File: src/imuavg_pkg.sv
package imuavg_pkg;

  localparam int NUM_SENSORS = 3;
  localparam int NUM_AXES    = 3;

  typedef enum logic [1:0] {
    MODE_ACCEL    = 2'd0,
    MODE_GYRO     = 2'd1,
    MODE_MAG      = 2'd2,
    MODE_GYRO_CAL = 2'd3
  } mode_e;

  // window bank per sensor
  localparam logic [1:0] SENSOR_ACCEL = 2'd0;
  localparam logic [1:0] SENSOR_GYRO  = 2'd1;
  localparam logic [1:0] SENSOR_MAG   = 2'd2;

  // configuration register indexes
  localparam logic [1:0] REG_MAG_OFS_X = 2'd0;
  localparam logic [1:0] REG_MAG_OFS_Y = 2'd1;
  localparam logic [1:0] REG_MAG_OFS_Z = 2'd2;

  // three 16-bit axis values: [0] x, [1] y, [2] z
  typedef logic [NUM_AXES-1:0][15:0] axis3_t;

endpackage

File: src/imuavg_cell.sv
module imuavg_cell
  import imuavg_pkg::*;
(
  input  logic   clk_i,
  input  logic   rst_ni,
  input  logic   shift_i,
  input  axis3_t d_i,
  output axis3_t q_o
);

  axis3_t value_q;

  always_ff @(posedge clk_i or negedge rst_ni) begin
    if (!rst_ni) begin
      value_q <= '0;
    end else if (shift_i) begin
      value_q <= d_i;
    end
  end

  assign q_o = value_q;

endmodule

File: src/imuavg_cdiv.sv
// Floor division of an unsigned value below 2**N by the constant D, done as a
// multiply by a rounded-up reciprocal. The quotient must fit in 16 bits.
module imuavg_cdiv #(
  parameter int N = 19,
  parameter int D = 8
) (
  input  logic [N-1:0] u_i,
  output logic [15:0]  q_o
);

  localparam int L  = (D > 1) ? $clog2(D) : 0;
  localparam int K  = N + L;
  localparam int MW = N + 2;
  localparam int PW = N + MW;
  localparam logic [MW-1:0] RECIP = MW'(((64'd1 << K) + 64'(D) - 64'd1) / 64'(D));

  logic [PW-1:0] prod;

  assign prod = PW'(u_i) * PW'(RECIP);
  assign q_o  = prod[K+15:K];

endmodule

File: src/imu_axis_averager_with_offsets.sv
// Three-axis IMU averager with per-sensor offsets.
//
// Input channel: mode_i, in_x_i, in_y_i, in_z_i, taken when in_valid_i is high
// and in_stall_o is low. Output channel: out_x_o, out_y_o, out_z_o,
// sensor_kind_o, calibration_done_o, taken when out_valid_o is high and
// out_stall_i is low. Configuration: cfg_we_i writes cfg_data_i into the
// magnetometer offset named by cfg_index_i; indexes past Z are ignored.
//
// Each sensor has a row of WINDOW_DEPTH cells that shift by one on every word
// of that sensor, plus a running sum per axis. A word moves through three
// registered stages (window update, reciprocal multiply, offset subtract)
// on its way to the output. One word is taken every cycle while in_stall_o
// is low; the word that completes a gyro calibration raises a busy flag for a
// single cycle, holding the output stage while the new offset is multiplied out.
// A stalled output keeps its word; the pipeline stages in front keep filling
// and in_stall_o rises only once they are full.
// Reset clears all windows, sums, offsets and the calibration count at once.
module imu_axis_averager_with_offsets
  import imuavg_pkg::*;
#(
  parameter int WINDOW_DEPTH        = 8,
  parameter int CALIBRATION_SAMPLES = 32
) (
  input  logic        clk_i,
  input  logic        rst_ni,
  input  logic        cfg_we_i,
  input  logic [1:0]  cfg_index_i,
  input  logic [15:0] cfg_data_i,
  input  logic        in_valid_i,
  output logic        in_stall_o,
  input  logic [1:0]  mode_i,
  input  logic [15:0] in_x_i,
  input  logic [15:0] in_y_i,
  input  logic [15:0] in_z_i,
  output logic        out_valid_o,
  input  logic        out_stall_i,
  output logic [15:0] out_x_o,
  output logic [15:0] out_y_o,
  output logic [15:0] out_z_o,
  output logic [1:0]  sensor_kind_o,
  output logic        calibration_done_o
);

  localparam int LW = $clog2(WINDOW_DEPTH);
  localparam int SW = 16 + LW;
  localparam int CW = $clog2(CALIBRATION_SAMPLES);
  localparam int UW = 16 + CW;
  localparam logic [SW-1:0] WIN_BIAS = SW'(32768 * WINDOW_DEPTH);
  localparam logic [UW-1:0] CAL_BIAS = UW'(32768 * CALIBRATION_SAMPLES);
  localparam logic [CW-1:0] CAL_LAST = CW'(CALIBRATION_SAMPLES - 1);

  // handshake between stages
  logic mv1, mv2, mv3;
  logic v1_q, v2_q, out_valid_q, busy_q;

  assign mv3        = v2_q && (!out_valid_q || !out_stall_i) && !busy_q;
  assign mv2        = v1_q && (!v2_q || mv3);
  assign in_stall_o = v1_q && !mv2;
  assign mv1        = in_valid_i && !in_stall_o;

  // ---------------- stage 1: window cells and running sums ----------------
  mode_e       in_mode;
  logic [1:0]  sel;
  axis3_t      sample;
  axis3_t      oldest;
  logic [NUM_SENSORS-1:0] shift;
  axis3_t      cell_q [NUM_SENSORS][WINDOW_DEPTH];
  logic signed [SW-1:0] sum_q [NUM_SENSORS][NUM_AXES];
  logic signed [SW-1:0] sum_d [NUM_AXES];
  logic [SW-1:0] u1_q [NUM_AXES];
  mode_e       mode1_q;

  assign in_mode = mode_e'(mode_i);

  always_comb begin
    unique case (in_mode)
      MODE_ACCEL: begin
        sel    = SENSOR_ACCEL;
        sample = {in_z_i, in_y_i, in_x_i};
      end
      MODE_MAG: begin
        // swap X and Y, negate Z with 16-bit wrap
        sel    = SENSOR_MAG;
        sample = {16'(-$signed(in_z_i)), in_x_i, in_y_i};
      end
      MODE_GYRO, MODE_GYRO_CAL: begin
        sel    = SENSOR_GYRO;
        sample = {in_z_i, in_y_i, in_x_i};
      end
      default: begin
        sel    = SENSOR_GYRO;
        sample = {in_z_i, in_y_i, in_x_i};
      end
    endcase
  end

  always_comb begin
    for (int s = 0; s < NUM_SENSORS; s++) begin
      shift[s] = mv1 && (sel == 2'(s));
    end
  end

  for (genvar s = 0; s < NUM_SENSORS; s++) begin : g_sensor
    for (genvar j = 0; j < WINDOW_DEPTH; j++) begin : g_tap
      axis3_t tap_d;
      if (j == 0) begin : g_head
        assign tap_d = sample;
      end else begin : g_body
        assign tap_d = cell_q[s][j-1];
      end
      imuavg_cell u_cell (
        .clk_i   (clk_i),
        .rst_ni  (rst_ni),
        .shift_i (shift[s]),
        .d_i     (tap_d),
        .q_o     (cell_q[s][j])
      );
    end
  end

  assign oldest = cell_q[sel][WINDOW_DEPTH-1];

  always_comb begin
    for (int a = 0; a < NUM_AXES; a++) begin
      sum_d[a] = sum_q[sel][a] + SW'($signed(sample[a])) - SW'($signed(oldest[a]));
    end
  end

  always_ff @(posedge clk_i or negedge rst_ni) begin
    if (!rst_ni) begin
      for (int s = 0; s < NUM_SENSORS; s++) begin
        for (int a = 0; a < NUM_AXES; a++) begin
          sum_q[s][a] <= '0;
        end
      end
    end else if (mv1) begin
      for (int a = 0; a < NUM_AXES; a++) begin
        sum_q[sel][a] <= sum_d[a];
      end
    end
  end

  // bias the sum so the floor division works on an unsigned value
  always_ff @(posedge clk_i) begin
    if (mv1) begin
      mode1_q <= in_mode;
      for (int a = 0; a < NUM_AXES; a++) begin
        u1_q[a] <= sum_d[a] + WIN_BIAS;
      end
    end
  end

  // ---------------- stage 2: divide by the window depth ----------------
  logic [15:0] win_q  [NUM_AXES];
  axis3_t      avg2_q;
  mode_e       mode2_q;

  for (genvar a = 0; a < NUM_AXES; a++) begin : g_win_div
    imuavg_cdiv #(
      .N (SW),
      .D (WINDOW_DEPTH)
    ) u_div (
      .u_i (u1_q[a]),
      .q_o (win_q[a])
    );
  end

  always_ff @(posedge clk_i) begin
    if (mv2) begin
      mode2_q <= mode1_q;
      for (int a = 0; a < NUM_AXES; a++) begin
        // remove the bias: subtracting 32768 flips the top bit
        avg2_q[a] <= {~win_q[a][15], win_q[a][14:0]};
      end
    end
  end

  // ---------------- stage 3: offsets and calibration ----------------
  axis3_t mag_ofs_q;
  axis3_t gyro_ofs_q;
  axis3_t off;
  axis3_t res;
  logic [CW-1:0] cal_cnt_q;
  logic signed [UW-1:0] cal_sum_q [NUM_AXES];
  logic signed [UW-1:0] cal_sum_d [NUM_AXES];
  logic [UW-1:0] div_u_q [NUM_AXES];
  logic [15:0]   cal_q   [NUM_AXES];
  logic          is_cal;
  logic          done;
  axis3_t        out_q;
  logic [1:0]    kind_q;
  logic          done_q;

  always_ff @(posedge clk_i or negedge rst_ni) begin
    if (!rst_ni) begin
      mag_ofs_q <= '0;
    end else if (cfg_we_i) begin
      unique case (cfg_index_i)
        REG_MAG_OFS_X: mag_ofs_q[0] <= cfg_data_i;
        REG_MAG_OFS_Y: mag_ofs_q[1] <= cfg_data_i;
        REG_MAG_OFS_Z: mag_ofs_q[2] <= cfg_data_i;
        default: ;
      endcase
    end
  end

  assign is_cal = (mode2_q == MODE_GYRO_CAL);
  assign done   = is_cal && (cal_cnt_q == CAL_LAST);

  always_comb begin
    unique case (mode2_q)
      MODE_ACCEL:    off = '0;
      MODE_GYRO:     off = gyro_ofs_q;
      MODE_MAG:      off = mag_ofs_q;
      // first word of a calibration run sees a cleared offset
      MODE_GYRO_CAL: off = (cal_cnt_q == '0) ? '0 : gyro_ofs_q;
      default:       off = '0;
    endcase
    for (int a = 0; a < NUM_AXES; a++) begin
      res[a]       = avg2_q[a] - off[a];
      cal_sum_d[a] = cal_sum_q[a] + UW'($signed(res[a]));
    end
  end

  for (genvar a = 0; a < NUM_AXES; a++) begin : g_cal_div
    imuavg_cdiv #(
      .N (UW),
      .D (CALIBRATION_SAMPLES)
    ) u_div (
      .u_i (div_u_q[a]),
      .q_o (cal_q[a])
    );
  end

  always_ff @(posedge clk_i or negedge rst_ni) begin
    if (!rst_ni) begin
      gyro_ofs_q <= '0;
      cal_cnt_q  <= '0;
      busy_q     <= 1'b0;
      for (int a = 0; a < NUM_AXES; a++) begin
        cal_sum_q[a] <= '0;
      end
    end else if (busy_q) begin
      busy_q <= 1'b0;
      for (int a = 0; a < NUM_AXES; a++) begin
        gyro_ofs_q[a] <= {~cal_q[a][15], cal_q[a][14:0]};
      end
    end else if (mv3 && is_cal) begin
      if (cal_cnt_q == '0) begin
        gyro_ofs_q <= '0;
      end
      busy_q    <= done;
      cal_cnt_q <= done ? '0 : cal_cnt_q + 1'b1;
      for (int a = 0; a < NUM_AXES; a++) begin
        cal_sum_q[a] <= done ? '0 : cal_sum_d[a];
      end
    end
  end

  always_ff @(posedge clk_i) begin
    if (mv3 && done) begin
      for (int a = 0; a < NUM_AXES; a++) begin
        div_u_q[a] <= cal_sum_d[a] + CAL_BIAS;
      end
    end
  end

  // ---------------- stage valid flags and output register ----------------
  always_ff @(posedge clk_i or negedge rst_ni) begin
    if (!rst_ni) begin
      v1_q        <= 1'b0;
      v2_q        <= 1'b0;
      out_valid_q <= 1'b0;
    end else begin
      if (mv1) begin
        v1_q <= 1'b1;
      end else if (mv2) begin
        v1_q <= 1'b0;
      end
      if (mv2) begin
        v2_q <= 1'b1;
      end else if (mv3) begin
        v2_q <= 1'b0;
      end
      if (mv3) begin
        out_valid_q <= 1'b1;
      end else if (!out_stall_i) begin
        out_valid_q <= 1'b0;
      end
    end
  end

  always_ff @(posedge clk_i) begin
    if (mv3) begin
      out_q  <= res;
      kind_q <= mode2_q;
      done_q <= done;
    end
  end

  assign out_valid_o        = out_valid_q;
  assign out_x_o            = out_q[0];
  assign out_y_o            = out_q[1];
  assign out_z_o            = out_q[2];
  assign sensor_kind_o      = kind_q;
  assign calibration_done_o = done_q;

`ifndef NO_ASSERTIONS
  a_done_kind: assert property (@(posedge clk_i) disable iff (!rst_ni)
    out_valid_o && calibration_done_o |-> mode_e'(sensor_kind_o) == MODE_GYRO_CAL)
    else $error("calibration done flagged on a non-calibration word");

  a_busy_one: assert property (@(posedge clk_i) disable iff (!rst_ni)
    busy_q |=> !busy_q)
    else $error("offset update lasted more than one cycle");

  a_busy_out: assert property (@(posedge clk_i) disable iff (!rst_ni)
    busy_q |-> out_valid_o && calibration_done_o)
    else $error("offset update without a completing calibration word");

  a_fill: assert property (@(posedge clk_i) disable iff (!rst_ni)
    in_valid_i && !in_stall_o |=> v1_q)
    else $error("accepted word lost at the first stage");
`endif

endmodule

File: config.mk
export PLATFORM = sky130hd
export DESIGN_NAME = imu_axis_averager_with_offsets
export DESIGN_NICKNAME = d
export VERILOG_FILES = /design/src/imuavg_pkg.sv /design/src/imuavg_cell.sv /design/src/imuavg_cdiv.sv /design/src/imu_axis_averager_with_offsets.sv
export SDC_FILE = /design/constraint.sdc
export NUM_CORES = 2
export LEC_CHECK = 0
export ABC_AREA = 1
export BUFFER_PORTS_ARGS = -buffer_cell sky130_fd_sc_hd__buf_2
export CORE_MARGIN = 2
export CORE_UTILIZATION = 40
export CTS_CLUSTER_DIAMETER = 50
export DETAILED_ROUTE_END_ITERATION = 8
export SYNTH_ARGS = -nofsm -noshare
export SYNTH_HDL_FRONTEND = slang
export SYNTH_SLANG_ARGS = --single-unit
File: constraint.sdc
create_clock -name clk_i -period 5.97 [get_ports clk_i]
set_clock_uncertainty 0.05 [all_clocks]
set_input_delay 0.597 -clock clk_i [delete_from_list [all_inputs] [get_ports clk_i]]
set_output_delay 0.597 -clock clk_i [all_outputs]
set_load 0.02 [all_outputs]
==> results by group <==
Timing
  – Final hold vios: 0
  – Fin. max-slew vios: 0
  – Setup TNS: 0 ns
  – Fin worst setup slack: 0.827 ns
  – RSZ-0062 raised after global routing: no
  – Worst Max-Slew Pin Slew: roughly 1.2 ns
  – Fin crit period: between 5 and 6 ns
  – Period Utilization, post-route: roughly 86%
  – Slew margin rel.: 20.6%
  – Max Freq: between 150 and 200 MHz
  – Setup violators final: 0

Route
  – DRT iter0 DRCs: 4,685
  – Routed vias: 54,800
  – Post-route ant nets: 0
  – Drt drc: 0
  – Routed Wire Length: about 190,000 um
  – Wirelength per Cell: between 15 and 20 um
  – Via density: between 4 and 5
  – Drt first pass iters: 6

Synthesis
  – Post-synthesis adder-cell area fraction: approximately 4.5%
  – Largest area contributor in the netlist: dfrtp_1
  – Synthesized cell area: ~0.075 mm^2
  – Synth area leaders: dfrtp_1 (50%), nand2_1 (18%), edfxtp_1 (8.0%)
  – Syn Area/Cell: slightly below 9 um^2
  – Post-synth EDFFs: between 150 and 200
  – Synth unique cells: 50
  – Synth top area share: approximately half
  – Post-synth ARST share: between 80% and 90%
  – Compound-Gate Fraction of Synth Area: a little under a tenth
  – Simple-gate share of the synthesized area: a little over a fifth
  – Gate Count Post-Synth: between 8,000 and 9,000
  – Syn nets: 8,738
  – Seq/Total Area, Yosys: between 50 and 60%
  – Yosys warnings: 0
  – Post-synthesis mux area share: 0%
  – Ys flop type: dfrtp_1
  – #FFs+latches synth: 1,690
  – Largest family of logic cells by synthesized area: simple AND/OR/NAND/NOR gates
  – XOR/XNOR Fraction of Synth Area: approximately 1.4%

Global routing
  – Total track usage: 20.4%
  – Vias in the first global route: between 50,000 and 60,000
  – Largest net degree at the start of global routing: 238
  – First-pass GRT wire length: 310,000 um
  – GRT overflow: 0
  – Initial antenna violation count: 8

Power
  – Leak: between 40 and 50 nW
  – Worst vdd rail ir drop: around 0.36 mV
  – PnR Total Power: 52.0 mW
  – Total power per unit cell area: roughly 610 mW/mm^2

Die
  – CORE AREA: between 0.15 and 0.2 mm^2
  – I/O Pins: roughly 130
  – Die W: approximately 440 um
  – Core Rows: ~160
  – Die ar.: 0.191 mm^2
  – Starting Density: 40.3%
  – Die Y: between 400 and 500 um

Critical path
  – CP endpoint kind: flip-flop
  – CP top delay family: compound AO/OA/AOI/OAI gates
  – Critical path required time: about 6.5 ns
  – Critical path buffer and inverter count: 3
  – Crit path DAT: around 5.7 ns
  – Crit Path Class: reg2reg
  – Reg2reg path depth: 25
  – Critical path's slowest cell: dfrtp_1
  – Worst Setup Start Kind: flip-flop
  – Peak per-stage delay on the critical path: around 0.4 ns
  – CP max FO: 15
  – Critical Path Stages: 25
  – Most used cell, CP: nand2_1

Clock network
  – Clk Latency, worst-skew pair: 0.83 ns
  – # H-tree levels: 4
  – Max Root-Sink Buffers: 3
  – Worst-path clk slew: about 0.060 ns
  – CTS tree: yes
  – TritonCTS Buffers: approximately 190
  – CTS root buffer: clkbuf_16
  – # Post-CTS Setup Buffers: 0
  – Clk sinks: approximately 1,700

Hold path
  – Hold path depth: 3
  – Hold Crit Class: in2reg

Finish
  – Area growth, synth to finish: 12.9%
  – Final nets: roughly 8,800
  – Finished Layout Cells: 11,100
  – Final core utilization: between 40% and 50%
  – Proportion of layout cells with a drive suffix above 1: ~6.8%

Placement
  – Post-DP HPWL: about 130,000 um
  – IO Port Bufs: ~130
  – Gpl congestion: just over 0.9
  – Total placed cells including tap cells: about 11,000
  – Post-place setup slack: approximately 0.86 ns

Job
  – MaxCap Viol Count: 0

Outcome
  – Status: finished, final reports clean
-- sequential cells by signal, summed over array words and instances (netlist names), 48 cells and up --
| register | cells |
|---|---|
| mag_ofs_q | 48 |
| gyro_ofs_q | 48 |
| g_sensor.g_tap.u_cell.q_o | 1152 |
| u1_q | 48 |
| cal_sum_q | 63 |
| avg2_q | 48 |
| sum_q | 171 |
| div_u_q | 48 |
-- synthesized netlist by cell type, types with 38 or more instances --
cell,instances
a21oi_1,199
dfrtp_1,1491
a22o_1,54
clkbuf_1,123
xnor2_1,38
nand3_1,226
nor2_1,146
nand2_1,3567
xor2_1,81
ha_1,176
inv_1,691
edfxtp_1,199
fa_1,60
buf_2,219
o21ai_0,790
-- worst min-delay path, stage by stage --
cell     delay (ns)
buf_2          0.07
nand2_1        0.10
nand2_1        0.11
-- power breakdown --
part | total, mW | internal [mW] | switching [mW] | leakage, nW
sequential | 19.4 | 17.1 | 2.23 | 21.4
clock | 11.9 | 6.96 | 4.92 | 3.13
combinational | 20.8 | 6.92 | 13.8 | 17.4
total | 52.0 | 31.0 | 21.0 | 41.9
-- cells by family (layout without fill, tap and decap cells) --
kind of cell	Yosys count	after routing
compound gates	1225	1225
xor+xnor	119	119
fa+ha+maj	236	236
buf+inv	1086	1294
flops	1690	1690
other cells	0	2
simple gates	4073	4073
-- timing repair --
item	CTS	global route
hold buffers	2	0
endpoints found under the setup margin	0	0
endpoints found under the hold margin	99	0
gates resized for setup	0	0
-- layout by cell type (no fill, tap or decap), drive strengths merged, types with 54 or more instances in the layout --
cell type | Yosys | routed
a21oi | 199 | 199
a22o | 54 | 54
buf | 260 | 248
clkbuf | 124 | 270
dfrtp | 1491 | 1491
edfxtp | 199 | 199
fa | 60 | 60
ha | 176 | 176
inv | 701 | 715
nand2 | 3568 | 3568
nand3 | 227 | 227
nor2 | 154 | 154
o21ai | 794 | 794
xor2 | 81 | 81
-- layer usage --
metal	GRT usage (%)	share of wire, %	vias to the layer above
li1	-	-	26800
met1	30.5	48	26500
met2	30.6	44	1224
met3	3.13	5.2	280
met4	6.08	2.8	2
met5	0	0.0057	-
-- metrics by stage --
| stage | hold WS [ns] | cell area, um^2 |
|---|---|---|
| floorplan | 0.251 | 75000 |
| global placement | 0.352 | 78200 |
| detailed placement | 0.355 | 78200 |
| CTS | 0.00920 | 84700 |
| global route | 0.0380 | 84700 |
| finish | 0.0658 | 84700 |
-- final cells by class --
cell class,count,area [um^2]
Clock buffer,270,5410
Inverter,702,2670
Tap cell,2480,3100
Multi-Input combinational cell,5653,27200
Antenna cell,2,5.00
Clock inverter,72,1060
Fill cell,18000,101000
Sequential cell,1690,43300
Timing Repair Buffer,250,1940
-- worst paths after layout --
| check | end | slack [ns] | startpoint |
|---|---|---|---|
| max in group asynchronous | g_sensor[2].g_tap[2].u_cell.q_o[1] | 3.94 | rst_ni |
| setup reg to reg | div_u_q[0][57] | 0.83 | cal_cnt_q[1] |
| setup / recovery | div_u_q[0][57] | 0.83 | cal_cnt_q[1] |
| hold reg to reg | avg2_q[18] | 0.36 | u1_q[0][24] |
| min in group asynchronous | cal_sum_q[36] | 0.34 | rst_ni |
| hold / removal | out_valid_o | 0.07 | out_stall_i |
Note: power is estimated with default switching activity, not from simulation.
